$ cat config.mk
export PLATFORM = sky130hd
export DESIGN_NAME = three_wire_rtc_serial_master_unit
export DESIGN_NICKNAME = d
export VERILOG_FILES = /design/src/hdl/tws_pkg.sv /design/src/hdl/tws_seq.sv /design/src/hdl/three_wire_rtc_serial_master_unit.sv
export SDC_FILE = /design/constraint.sdc
export NUM_CORES = 1
export LEC_CHECK = 0
export ABC_AREA = 1
export BUFFER_PORTS_ARGS = -buffer_cell sky130_fd_sc_hd__buf_2
export CORE_ASPECT_RATIO = 0.6
export CORE_UTILIZATION = 60
export CTS_CLUSTER_DIAMETER = 100
export DETAILED_ROUTE_END_ITERATION = 10
export PLACE_DENSITY = 0.84
export SLEW_MARGIN = 40
export SYNTH_ARGS = -nofsm -noshare
export SYNTH_HDL_FRONTEND = slang
export SYNTH_SLANG_ARGS = --single-unit
export TNS_END_PERCENT = 20
$ cat constraint.sdc
create_clock -name clock -period 5.6 [get_ports clock]
set_input_delay 0.28 -clock clock [delete_from_list [all_inputs] [get_ports clock]]
set_output_delay 0.28 -clock clock [all_outputs]
set_load 0.02 [all_outputs]
$ cat src/hdl/tws_pkg.sv
// Shared types, codes and helpers for the three-wire serial master.
package tws_pkg;

   // Request codes
   localparam logic [1:0] REQ_TICK  = 2'd0;
   localparam logic [1:0] REQ_READ  = 2'd1;
   localparam logic [1:0] REQ_WRITE = 2'd2;

   // Command byte bases
   localparam logic [7:0] CMD_READ_BASE  = 8'h81;
   localparam logic [7:0] CMD_WRITE_BASE = 8'h80;

   // Bits per transaction, reset length of one pin phase and BCD saturation limit
   localparam logic [4:0] TOTAL_BITS      = 5'd16;
   localparam logic [7:0] PHASE_TICKS_RST = 8'd1;
   localparam logic [6:0] BCD_MAX         = 7'd99;

   // Request payload
   typedef struct packed {
      logic [1:0] req_type;
      logic [5:0] reg_address;
      logic [7:0] write_value;
      logic       io_in;
   } tws_req_type;

   // Result payload
   typedef struct packed {
      logic       chip_enable;
      logic       serial_clock;
      logic       io_drive;
      logic       io_out;
      logic       busy_res;
      logic       read_done;
      logic [7:0] read_byte;
   } tws_rsp_type;

   // Decimal to two-digit BCD, saturated at 99; tens by reciprocal multiply
   function automatic logic [7:0] to_bcd(input logic [7:0] value);
      logic [6:0]  sat;
      logic [14:0] prod;
      logic [3:0]  tens;
      logic [6:0]  tens_x10;
      logic [3:0]  ones;
      sat      = (value > {1'b0, BCD_MAX}) ? BCD_MAX : value[6:0];
      prod     = {8'd0, sat} * 15'd205;
      tens     = prod[14:11];
      tens_x10 = {tens, 3'd0} + {2'd0, tens, 1'b0};
      ones     = 4'(sat - tens_x10);
      return {tens, ones};
   endfunction

endpackage

$ cat src/hdl/tws_seq.sv
// Pin sequencer: advances the transaction one tick per accepted request.
module tws_seq (
   input  logic                 clock,
   input  logic                 reset,
   input  logic                 step,
   input  tws_pkg::tws_req_type req,
   input  logic [7:0]           phase_ticks,
   output tws_pkg::tws_rsp_type rsp
);
   import tws_pkg::*;

   // Phase codes
   localparam logic [1:0] PH_IDLE = 2'd0;
   localparam logic [1:0] PH_LOW  = 2'd1;
   localparam logic [1:0] PH_HIGH = 2'd2;

   logic [1:0]  phase_ff, phase_in;
   logic        is_read_ff, is_read_in;
   logic [4:0]  bit_count_ff, bit_count_in;
   logic [15:0] out_shift_ff, out_shift_in;
   logic [7:0]  in_shift_ff, in_shift_in;
   logic [7:0]  tick_count_ff, tick_count_in;

   logic [7:0]  phase_len;
   logic [8:0]  tick_next;
   logic        phase_over;
   logic [4:0]  bit_inc;
   logic        done;
   logic        active;
   logic        drive;

   // Phase timer: a length of zero behaves as one
   assign phase_len  = (phase_ticks == 8'd0) ? 8'd1 : phase_ticks;
   assign tick_next  = {1'b0, tick_count_ff} + 9'd1;
   assign phase_over = (tick_next >= {1'b0, phase_len});
   assign bit_inc    = bit_count_ff + 5'd1;

   // Next state
   always_comb begin
      phase_in      = phase_ff;
      is_read_in    = is_read_ff;
      bit_count_in  = bit_count_ff;
      out_shift_in  = out_shift_ff;
      in_shift_in   = in_shift_ff;
      tick_count_in = tick_count_ff;
      done          = 1'b0;
      case (phase_ff)
         PH_LOW: begin
            tick_count_in = phase_over ? 8'd0 : tick_next[7:0];
            if (phase_over) begin
               // sample data bits while the clock is still low
               if (is_read_ff && bit_count_ff[3]) begin
                  in_shift_in = in_shift_ff | (8'(req.io_in) << bit_count_ff[2:0]);
               end
               phase_in = PH_HIGH;
            end
         end
         PH_HIGH: begin
            tick_count_in = phase_over ? 8'd0 : tick_next[7:0];
            if (phase_over) begin
               out_shift_in = {1'b0, out_shift_ff[15:1]};
               if (bit_inc >= TOTAL_BITS) begin
                  phase_in     = PH_IDLE;
                  bit_count_in = 5'd0;
                  done         = is_read_ff;
               end else begin
                  phase_in     = PH_LOW;
                  bit_count_in = bit_inc;
               end
            end
         end
         default: begin
            phase_in = PH_IDLE;
            if (req.req_type == REQ_READ || req.req_type == REQ_WRITE) begin
               is_read_in = (req.req_type == REQ_READ);
               if (req.req_type == REQ_READ) begin
                  out_shift_in = {8'd0, CMD_READ_BASE | {1'b0, req.reg_address, 1'b0}};
               end else begin
                  out_shift_in = {to_bcd(req.write_value),
                                  CMD_WRITE_BASE | {1'b0, req.reg_address, 1'b0}};
               end
               in_shift_in   = 8'd0;
               bit_count_in  = 5'd0;
               tick_count_in = 8'd0;
               phase_in      = PH_LOW;
            end
         end
      endcase
   end

   // Pin levels after this tick
   assign active = (phase_in == PH_LOW) || (phase_in == PH_HIGH);
   assign drive  = active && !(is_read_in && bit_count_in[3]);

   always_comb begin
      rsp.chip_enable  = active;
      rsp.serial_clock = (phase_in == PH_HIGH);
      rsp.io_drive     = drive;
      rsp.io_out       = drive & out_shift_in[0];
      rsp.busy_res     = active;
      rsp.read_done    = done;
      rsp.read_byte    = done ? in_shift_in : 8'd0;
   end

   // State registers, advanced once per request
   always_ff @(posedge clock) begin
      if (reset) begin
         phase_ff      <= PH_IDLE;
         is_read_ff    <= 1'b0;
         bit_count_ff  <= 5'd0;
         out_shift_ff  <= 16'd0;
         in_shift_ff   <= 8'd0;
         tick_count_ff <= 8'd0;
      end else if (step) begin
         phase_ff      <= phase_in;
         is_read_ff    <= is_read_in;
         bit_count_ff  <= bit_count_in;
         out_shift_ff  <= out_shift_in;
         in_shift_ff   <= in_shift_in;
         tick_count_ff <= tick_count_in;
      end
   end

   // Checks
   a_done_idle: assert property (@(posedge clock) disable iff (reset)
      rsp.read_done |-> !rsp.chip_enable && !rsp.busy_res)
      else $error("read_done while transaction active");
   a_released_low: assert property (@(posedge clock) disable iff (reset)
      !rsp.io_drive |-> !rsp.io_out)
      else $error("io_out high on released line");
   a_bit_range: assert property (@(posedge clock) disable iff (reset)
      !bit_count_ff[4])
      else $error("bit count past last bit");

endmodule

$ cat src/hdl/three_wire_rtc_serial_master_unit.sv
// A request's result is registered in the output register, or in the skid entry while the output waits.
// Throughput: one request per cycle while req_ready is high; req_ready stays high while one result waits and
//   drops while the skid entry is full, until that entry drains into the output register.
// Each request is one tick of the pin sequencer; serial timing is set by phase_ticks.
// Reset (synchronous, active high): sequencer idle, buffers empty, phase_ticks = 1.
// Top level: configuration register, sequencer and output skid buffer.
module three_wire_rtc_serial_master_unit (
   input  logic                 clock,
   input  logic                 reset,
   input  logic                 req_valid,
   output logic                 req_ready,
   input  tws_pkg::tws_req_type req_data,
   output logic                 rsp_valid,
   input  logic                 rsp_ready,
   output tws_pkg::tws_rsp_type rsp_data,
   input  logic                 csr_wr_en,
   input  logic [7:0]           csr_wr_data
);
   import tws_pkg::*;

   logic [7:0]  phase_ticks_val_ff;
   logic        req_accept;
   logic        out_free;
   tws_rsp_type seq_rsp;

   logic        out_valid_ff;
   tws_rsp_type out_data_ff;
   logic        skid_valid_ff;
   tws_rsp_type skid_data_ff;

   // Phase length register
   always_ff @(posedge clock) begin
      if (reset) begin
         phase_ticks_val_ff <= PHASE_TICKS_RST;
      end else if (csr_wr_en) begin
         phase_ticks_val_ff <= csr_wr_data;
      end
   end

   assign req_ready  = !skid_valid_ff;
   assign req_accept = req_valid && req_ready;

   tws_seq u_seq (
      .clock       (clock),
      .reset       (reset),
      .step        (req_accept),
      .req         (req_data),
      .phase_ticks (phase_ticks_val_ff),
      .rsp         (seq_rsp)
   );

   // Output register plus skid entry
   assign out_free = !out_valid_ff || rsp_ready;

   always_ff @(posedge clock) begin
      if (reset) begin
         out_valid_ff  <= 1'b0;
         skid_valid_ff <= 1'b0;
      end else if (skid_valid_ff) begin
         if (rsp_ready) begin
            out_valid_ff  <= 1'b1;
            skid_valid_ff <= 1'b0;
         end
      end else if (out_free) begin
         out_valid_ff <= req_accept;
      end else if (req_accept) begin
         skid_valid_ff <= 1'b1;
      end
   end

   always_ff @(posedge clock) begin
      if (skid_valid_ff) begin
         if (rsp_ready) begin
            out_data_ff <= skid_data_ff;
         end
      end else if (out_free) begin
         out_data_ff <= seq_rsp;
      end else begin
         skid_data_ff <= seq_rsp;
      end
   end

   assign rsp_valid = out_valid_ff;
   assign rsp_data  = out_data_ff;

   // Checks
   a_skid_behind_out: assert property (@(posedge clock) disable iff (reset)
      skid_valid_ff |-> out_valid_ff)
      else $error("skid entry filled while output empty");
   a_skid_fill: assert property (@(posedge clock) disable iff (reset)
      (req_accept && out_valid_ff && !rsp_ready) |=> skid_valid_ff)
      else $error("request result dropped under back-pressure");
   a_out_hold: assert property (@(posedge clock) disable iff (reset)
      (rsp_valid && !rsp_ready) |=> (rsp_valid && $stable(rsp_data)))
      else $error("waiting result changed or dropped");

endmodule

# --- Word level (Yosys, flattened, before mapping) ---
# Cells that the tools add are included.
totals:
  elab_cells: 103
  regBits: 77
op_classes:
  n_reduce_logical: 19
  bitwise: 5
  addsub: 4
  magnitude_cmp: 3
  eq_ne: 8
  muxes: 38
  shifts: 1
  multipliers: 1
op_table:
  columns: ["operator", "count"]
  rows:
  - ["$mux W8", 8]
  - ["$mux W16", 3]
  - ["$mux W14", 3]
  - ["$pmux W16 S2", 1]
  - ["$pmux W8 S2", 1]
  - ["$mul A7 B8 Y15 const B", 1]
  - ["$mux W5", 3]
  - ["$mux W1", 14]
  - ["$pmux W5 S2", 1]
  - ["$add A8 B1 Y9 const B", 1]
  - ["$ge A9 B8 Y1", 1]
  - ["$gt A8 B7 Y1 const B", 1]
  - ["$logic_not A8 Y1", 1]
  - ["$or A8 B8 Y8", 1]
  - ["$shl A1 B3 Y8", 1]
  - ["$mux W7", 1]
  - ["$eq A2 B1 Y1 const B", 3]
  - ["$eq A2 B2 Y1 const B", 3]
  - ["$reduce_and A2 Y1", 3]
  - ["$reduce_bool A2 Y1", 3]
  - ["$add A5 B1 Y5 const B", 1]
  - ["$ge A5 B5 Y1 const B", 1]
  - ["$add A4 B4 Y4", 1]
  - ["$logic_and A1 B1 Y1", 4]
  - ["other kinds (11)", 18]

# --- Depth between registers and ports, before layout ---
# Gate-level depths: netlist of the first run.
logic_depth:
  depth_word: 11
  ltp_mapped: 32
  depth_no_buf: 32

# --- Cells and area by module ---
# Synthesis of the first run repeated with hierarchy kept, for this count alone.
hier_totals:
  hier_cells: 716
  area_unflattened_um2: 5307.6
by_module_without_submodules:
  columns: ["module", "cells_each", "area_per_inst_um2", "n_inst"]
  rows:
  - ["tws_seq", 592, 3875.0, 1]
  - ["three_wire_rtc_serial_master_unit", 124, 1432.6, 1]

# --- Worst setup path after synthesis of the first run ---
# No wires, ideal clock.
synth_timing:
  path_type: "input -> register"
  startpoint: "in req_data[8] (netlist bit)"
  endpoint: "reg u_seq.out_shift_ff[11]"
  path_stages: 29
  path_buffers: 0
  t_required_ns: 5.530
  arrival_ns: 4.271
  slack_ns: 1.259
  cell_sequence: "inv_1 -> nand2_1 -> nand2_1 -> inv_1 -> or2_2 -> ha_1 -> inv_1 -> fa_1 -> inv_1 -> ha_1 -> inv_1 -> fa_1 -> inv_1 -> ha_1 -> nand2_1 -> inv_1 -> nand2_1 -> a21oi_1 -> nor2_1 -> xor2_1 -> inv_1 -> ha_1 -> xor2_1 -> nand3_1 -> nand2_1 -> nand2_1 -> nand3_1 -> nand3_1 -> a21oi_1"
synth_between:
  elab_chain_cells: 8
synth_rtl:
  columns: ["element", "line", "text"]
  rows:
  - ["start, declared", "three_wire_rtc_serial_master_unit.sv:12", "input tws_pkg::tws_req_type req_data,"]
  - ["$gt A8 B7 Y1 *", "tws_pkg.sv:44", "sat = (value > {1'b0, BCD_MAX}) ? BCD_MAX : value[6:0];"]
  - ["$mux W7 *", "tws_pkg.sv:44", null]
  - ["$mul A7 B8 Y15", "tws_pkg.sv:45", "prod = {8'd0, sat} * 15'd205;"]
  - ["$add A4 B4 Y4", "tws_pkg.sv:47", "tens_x10 = {tens, 3'd0} + {2'd0, tens, 1'b0};"]
  - ["$sub A4 B4 Y4 *", "tws_pkg.sv:48", "ones = 4'(sat - tens_x10);"]
  - ["$mux W16 *", "tws_seq.sv:76", "if (req.req_type == REQ_READ) begin"]
  - ["$mux W16 *", "tws_seq.sv:74", "if (req.req_type == REQ_READ || req.req_type == REQ_WRITE) begin"]
  - ["$pmux W16 S2 *", "tws_seq.sv:47", "case (phase_ff)"]
  - ["end signal, assigned", "tws_seq.sv:118", "out_shift_ff <= out_shift_in;"]
  - ["end, declared", "tws_seq.sv:20", "logic [15:0] out_shift_ff, out_shift_in;"]
# Every way passes the cells marked *; elsewhere a longest branch is shown, timed or not. The select of a mux whose other input is x is not followed.
# A chain may end at the register's enable or synchronous reset.

# --- Final worst setup path of the first run ---
# Ends and elaborated chain as after synthesis.

==> impl_results.md, run 1 <==
- Insertion delay to the later sink of the worst-skew pair: about 0.34 ns
- Worst Tran Pin Value: 0.784 ns
- Skew final: 0.00767 ns
- Ant. Diodes: 0
- FF-to-FF End: rsp_data[11]
- Async SR Flop Fraction: 0
- Die Y-Extent: 72.5 um
- Max IR drop VDD: 0.000190 V
- Outcome: finished clean
- Fin. Hold Viols: 0
- Post-synth EDFFs: 26
- Vias in the first global route: 3913
- # hold bufs at CTS: 0
- Min Tclk post-route: between 4 and 5 ns
- H-tree levels: 3
- Setup_tns: 0 ns
- Max-Cap Viols: 0
- Global-route wire length before repair: 18.5 mm
- Core area: roughly 0.0079 mm^2
- CTS tree: yes
- Buffers on Ports: 45
- Total Routing Usage GR: 0.275
- Die Area: between 0.008 and 0.009 mm^2
- Die W: roughly 120 um
- Hpwl dp: 8.50 mm
- CP Class: input pin to register
- Post-Synthesis Net Count: 726
- Achievable Freq: ~220 MHz
- Root buf cell: clkbuf_16
- Final core utilization: 0.699
- Leak: between 2 and 3 nW
- Setup slack, reg-to-reg: around 1.9 ns
- PostCTS Resize Cnt: 0
- Crit-path leading delay family: adder cells
- Clock Path Buffers: 2
- Fin crit share: 0.820
- Post-synth top area cell: dfxtp_1
- Area Overhead vs Synth: 11.9%
- Wirelength, routed: 11.4 mm
- CP max-delay cell: fa_1
- Share of the synthesized area in the top cell type: 0.202
- Prevailing post-synth register cell: dfxtp_1
- Delay of the slowest critical-path stage: 0.55 ns
- First-pass detailed-route iteration total: 5
- Setup crit start: req_data[8]
- End of the critical path: u_seq.out_shift_ff[11]
- DRC violation count after routing: 0
- Worst r2r src: u_seq.tick_count_ff[0]
- Mapped cell area: a little under 0.005 mm^2
- Worst rel slew slack: 0.477
- Most frequent cell after synthesis: nand2_1
- Total CTS buffers: 9
- Fin nets: 766
- Clk sinks: 76
- Post-synth cell types: between 40 and 50
- Antenna violations before repair: 0
- Critical path depth in cells: 30
- Layout cells sized above 1: 0.143
- RD Place Congestion: 0.946
- Worst-path fanout max: 5
- DR WL/cell: 14.4 um
- Std-Cell Rows: 25
- CP Buf/Inv Count: 9
- YS warnings: 0
- Fin. max-slew vios: 0
- Final Setup Violations: 0
- Post-synth top cells: 117 x nand2_1, 115 x inv_1, 64 x a21oi_1
- Final ANT Viol Nets: 0
- Crit end category: register
- Total gr overflow: 0
- Worst-path clk slew: around 0.060 ns
- Hold Crit Class: input pin to register
- Pwr dens: approximately 320 mW/mm^2
- Avg Synthesized Cell Area: 7.75 um^2
- Starting Density: 0.625
- First-iteration detailed-routing DRC count: between 400 and 500
- Post-CTS setup buffers: 0
- Largest net degree at the start of global routing: 35
- IO Count: 46
- Post-Synthesis Cells: 641
- Critical Path AT: 4.85 ns
- Worst R2R Path Depth: 18
- Synthesized flop and latch total: 76
- Routed vias: 4322
- Top cells by area, synth: dfxtp_1 20%, edfxtp_1 16%, ha_1 12%, nand2_1 8.8%, inv_1 8.7%
- Sequential cell area fraction in the yosys report: 0.359
- WP data required: 5.86 ns
- Most frequent CP cell: inv_1
- CP Launch Type: input pin
- Unrepaired setup endpoints after global routing: no
- Via-per-instance ratio: 5.44
## sequential cells by signal (all words and copies together), names as in the netlist
name,cells
u_seq.bit_count_ff,5
rsp_data,13
skid_valid_ff,1
u_seq.tick_count_ff,8
u_seq.phase_ff,2
phase_ticks_val_ff,8
skid_data_ff,13
u_seq.out_shift_ff,16
u_seq.is_read_ff,1
rsp_valid,1
u_seq.in_shift_ff,8
## cells in the final DEF (no fill, tap or decap), types with 2 or more instances in the layout
master,n
nand3_1,23
clkinvlp_4,2
nor3_1,4
dfxtp_1,50
xor2_1,11
a21oi_2,2
nand2_2,2
a21oi_1,64
nor2_4,2
nand4_1,5
nor2_1,40
a32oi_1,6
inv_2,4
clkbuf_16,9
a31oi_1,5
o21a_1,2
fa_1,8
clkinv_4,2
nand2_1,117
xnor2_1,2
nor2_2,7
nand3_2,2
edfxtp_1,26
ha_1,47
nand3b_1,2
o21ai_1,6
o21ai_0,50
buf_2,45
nor4_1,2
or2_2,9
inv_1,114
## worst reg2reg max path: cells and delay by family (launching register included)
kind	cells	cell delay (ns)
AO/OA/AOI/OAI	3	0.32
XOR/XNOR	1	0.14
adder cells (fa/ha/maj)	3	0.89
buffers and inverters	2	0.14
flip-flops	1	0.43
AND/OR/NAND/NOR	9	1.45
## worst min path at each step
stage | startpoint | end | slack [ns] | depth (start not counted)
after floorplan | csr_wr_en | phase_ticks_val_ff[0] | 0.40 | 2
after global placement | u_seq.out_shift_ff[8] | u_seq.out_shift_ff[8] | 0.44 | 2
after detailed placement | u_seq.out_shift_ff[8] | u_seq.out_shift_ff[8] | 0.44 | 2
after CTS | csr_wr_data[0] | phase_ticks_val_ff[0] | 0.21 | 3
after global routing | csr_wr_data[0] | phase_ticks_val_ff[0] | 0.22 | 3
final | csr_wr_data[0] | phase_ticks_val_ff[0] | 0.22 | 3
## layout make-up
class | count | area, um^2
clock buffers | 9 | 225
fillers | 630 | 2390
clock inverters | 7 | 76.3
inverters | 119 | 447
flip-flops and latches | 76 | 1780
multi-input cells | 429 | 2660
well taps | 108 | 135
repair buffers | 46 | 233
## cells by family after synthesis
group,count (synthesis),synth area share
xor gates and xnor gates,13,0.0229
DFF,76,0.359
adders and majority gates,55,0.151
AOI/OAI and AO/OA,141,0.157
buffers and inverters,136,0.108
and+or+nand+nor,220,0.203
## layer usage
metal	vias to the layer above	share of wire	GRT usage
li1	2168	-	-
met1	1958	0.48	0.382
met2	182	0.44	0.447
met3	14	0.074	0.0582
met4	0	0.0072	0.0542
met5	-	0	0
## per-stage QoR
stage	total power, mW	cells	setup WS, ns	instance area (um^2)	hold WS, ns
floorplan	1.05	641	1.26	4970	0.402
global placement	1.14	778	0.967	5250	0.437
detailed placement	1.17	778	0.732	5260	0.445
CTS	1.75	794	1.07	5560	0.205
global route	1.85	794	0.686	5560	0.223
finish	1.76	794	1.01	5560	0.217
## power breakdown
group	total [mW]	internal (mW)	switching (mW)	leakage (nW)
Clock	0.579	0.347	0.232	0.142
Sequential	0.634	0.613	0.0208	0.675
Combinational	0.544	0.190	0.354	1.92
Total	1.76	1.15	0.607	2.74
No activity file was read; power rests on OpenSTA's default activity.
==> run 2: changes to the inputs <==
--- a/config.mk
+++ b/config.mk
@@ -8,10 +8,10 @@
 export ABC_AREA = 1
 export BUFFER_PORTS_ARGS = -buffer_cell sky130_fd_sc_hd__buf_2
 export CORE_ASPECT_RATIO = 0.6
-export CORE_UTILIZATION = 60
+export CORE_UTILIZATION = 54
 export CTS_CLUSTER_DIAMETER = 100
 export DETAILED_ROUTE_END_ITERATION = 10
-export PLACE_DENSITY = 0.84
+export PLACE_DENSITY = 0.8
 export SLEW_MARGIN = 40
 export SYNTH_ARGS = -nofsm -noshare
 export SYNTH_HDL_FRONTEND = slang
==> constraint.sdc (replaced) <==
create_clock -name clock -period 3.7 [get_ports clock]
set_input_delay 0.185 -clock clock [delete_from_list [all_inputs] [get_ports clock]]
set_output_delay 0.185 -clock clock [all_outputs]
set_load 0.02 [all_outputs]
==> run 2 against run 1 <==
  * The run now ends with setup timing left
  * Clock skew is essentially flat
  * Die area grew 11%
  * Combinational power rose by 130%
  * Worst hold slack got worse by 0.14 ns
  * Utilization is 2.6 points higher
  * Setup slack worse by 1.5 ns
  * First-iteration DRC count rose by 6.8%
  * Clock power is 58% higher
  * Largest cell class unchanged
==> impl_results.md, run 2 (synthesized netlist as in run 1, its figures left out) <==
- Crit end category: register (unchanged)
- Setup crit start: req_data[3] (was req_data[8])
- CP Class: input pin to register (unchanged)
- Total power: 3.14 mW (was 1.76 mW)
- Multi-input logic area: 0.00299 mm^2 (was 0.00266 mm^2)
- Core area: 0.00872 mm^2 (was 0.00795 mm^2)
- Hpwl dp: 9.31 mm (was 8.50 mm)
- Clk sinks: 76 (unchanged)
- Worst R2R Path Depth: 18 (unchanged)
- End of the critical path: u_seq.out_shift_ff[11] (unchanged)
- DRC violation count after routing: 0 (unchanged)
- Fin. Hold Viols: 0 (unchanged)
- CTS tree: yes (unchanged)
- Global-route wire length before repair: 21.7 mm (was 18.5 mm)
- Max IR drop VDD: 0.000261 V (was 0.000190 V)
- H-tree levels: 3 (unchanged)
- Commonest non-fill, non-tap cell in the layout: nand2_1 (unchanged)
- Final instance area: 0.00632 mm^2 (was 0.00556 mm^2)
- Min Tclk post-route: 4.18 ns
- Max-Cap Viols: 0 (unchanged)
- Die W: 126 um (was 119 um)
- Ant. Diodes: 0 (unchanged)
- Fin. max-slew vios: 0 (unchanged)
- Routed vias: 4792 (was 4322)
- Worst-path fanout max: 3 (was 5)
- Leak: 3.00 nW (was 2.74 nW)
- Achievable Freq: roughly 240 MHz
- Hold Crit Class: input pin to register (unchanged)
- Total gr overflow: 0 (unchanged)
- Worst r2r src: u_seq.tick_count_ff[0] (unchanged)
- Skew final: 0.00745 ns (was 0.00767 ns)
- Antenna violations before repair: 0 (unchanged)
- Critical Path AT: 4.41 ns (was 4.85 ns)
- CP max-delay cell: fa_2 (was fa_1)
- Min setup slack post-route: -0.483 ns (was 1.01 ns)
- RD Place Congestion: 0.869 (was 0.946)
- Fin crit share: 1.13
- Placed cell areas: 0.00563 mm^2 (was 0.00526 mm^2)
- Total CTS buffers: 9 (unchanged)
- Buffers on Ports: 45 (unchanged)
- Register Area: 0.00178 mm^2 (about the same)
- Vias in the first global route: 4611 (was 3913)
- Root buf cell: clkbuf_16 (unchanged)
- Pwr dens: 496 mW/mm^2 (was 316 mW/mm^2)
- Fin nets: 815 (was 766)
- Layout cells sized above 1: 0.290 (was 0.143)
- Std-Cell Rows: 26 (was 25)
- Die Area: 0.00960 mm^2 (was 0.00866 mm^2)
- Filler instances: 586 (was 630)
- Worst-path clk slew: 0.06 ns (about the same)
- Failing checks: setup timing
- Final ANT Viol Nets: 0 (unchanged)
- Area Overhead vs Synth: 27.4% (was 11.9%)
- Delay of the slowest critical-path stage: 0.57 ns (was 0.55 ns)
- WP data required: 3.92 ns (was 5.86 ns)
- Insertion delay to the later sink of the worst-skew pair: 0.33 ns (was 0.34 ns)
- Outcome: finished with violations (was finished clean)
- Unrepaired setup endpoints after global routing: yes (was no)
- DR WL/cell: 16.1 um (was 14.4 um)
- Total Routing Usage GR: 0.286 (was 0.275)
- Starting Density: 0.570 (was 0.625)
- Worst rel slew slack: 0.486 (was 0.477)
- IO Count: 46 (unchanged)
- Worst Tran Pin Value: 0.771 ns (was 0.784 ns)
- Die Y-Extent: 76.3 um (was 72.5 um)
- Clock Path Buffers: 2 (unchanged)
- First-iteration detailed-routing DRC count: 472 (was 442)
- Via-per-instance ratio: 5.66 (was 5.44)
- Setup slack, reg-to-reg: 0.24 ns (was 1.94 ns)
- CP Launch Type: input pin (unchanged)
- FF-to-FF End: rsp_data[11] (unchanged)
- Max reg flops: 16 (unchanged)
- Wirelength, routed: 13.6 mm (was 11.4 mm)
- Most frequent cells in the layout: 104 x nand2_1, 96 x inv_1, 60 x a21oi_1 (was 117 x nand2_1, 114 x inv_1, 64 x a21oi_1)
- Biggest register: u_seq.out_shift_ff (unchanged)
- Final Setup Violations: 5 (was 0)
- First-pass detailed-route iteration total: 7 (was 5)
- Largest net degree at the start of global routing: 35 (unchanged)
[run 2: cell types whose count changed in the layout (fill, tap and decap cells not counted), moves of 5 or more]
| cell | before | now |
|---|---|---|
| nand2_2 | 2 | 13 |
| nor2_4 | 2 | 7 |
| nand2_1 | 117 | 104 |
| ha_4 | 0 | 14 |
| inv_1 | 114 | 96 |
| buf_6 | 0 | 5 |
| buf_4 | 1 | 48 |
| inv_2 | 4 | 22 |
| ha_1 | 47 | 31 |
[run 2: worst min path at each step]
stage | slack [ns] | endpoint | start | cells after the start
finish | 0.08 | phase_ticks_val_ff[0] | csr_wr_data[0] | 3
CTS | 0.07 | phase_ticks_val_ff[0] | csr_wr_data[0] | 3
global route | 0.08 | phase_ticks_val_ff[0] | csr_wr_data[0] | 3
floorplan | 0.31 | phase_ticks_val_ff[0] | csr_wr_en | 2
global placement | 0.40 | phase_ticks_val_ff[0] | csr_wr_data[0] | 3
detailed placement | 0.42 | phase_ticks_val_ff[0] | csr_wr_data[0] | 3
[run 2: final cells by class]
cell class / instances / share of cell area
Sequential cell: 76 / 0.282
Inverter: 119 / 0.0706
Clock buffer: 13 / 0.0479
Clock inverter: 3 / 0.00356
Timing Repair Buffer: 95 / 0.101
Multi-Input combinational cell: 429 / 0.473
Tap cell: 112 / 0.0222
[run 2: timing repair]
action	CTS	global route
endpoints found under the setup margin	5	14
setup buffers	7	1
hold buffers	0	0
pin swaps	33	31
gates cloned	0	0
resized for setup	37	36
[run 2: stage by stage]
stage	std cells	hold WS, ns	setup WS [ns]	util	setup TNS (ns)
after floorplan	641	0.307	-0.284	-	-0.566
after global placement	823	0.397	-0.523	0.645	-2.03
after detailed placement	823	0.416	-0.758	0.646	-2.99
after CTS	846	0.0737	-0.209	0.707	-0.345
after global routing	847	0.0837	-0.635	0.725	-1.95
final	847	0.0755	-0.483	0.725	-0.867
[run 2: metal layers]
metal	GRT usage	wire length (um)	vias to the layer above
li1	-	-	2272
met1	0.392	6170	2252
met2	0.448	6120	218
met3	0.0625	946	50
met4	0.102	371	0
met5	0	0	-
[run 2: where the power goes]
group,switching [mW],total (mW),internal (mW)
logic,0.724,1.26,0.540
clock network,0.339,0.913,0.574
registers,0.0324,0.961,0.929
total,1.10,3.14,2.04
[run 2: critical path: cells and delay by family]
| family | cells | cell delay (ns) |
|---|---|---|
| adders and majority gates | 6 | 1.87 |
| and+or+nand+nor | 13 | 1.25 |
| buffers and inverters | 8 | 0.55 |
| xor gates and xnor gates | 2 | 0.35 |
| AOI/OAI and AO/OA | 2 | 0.18 |
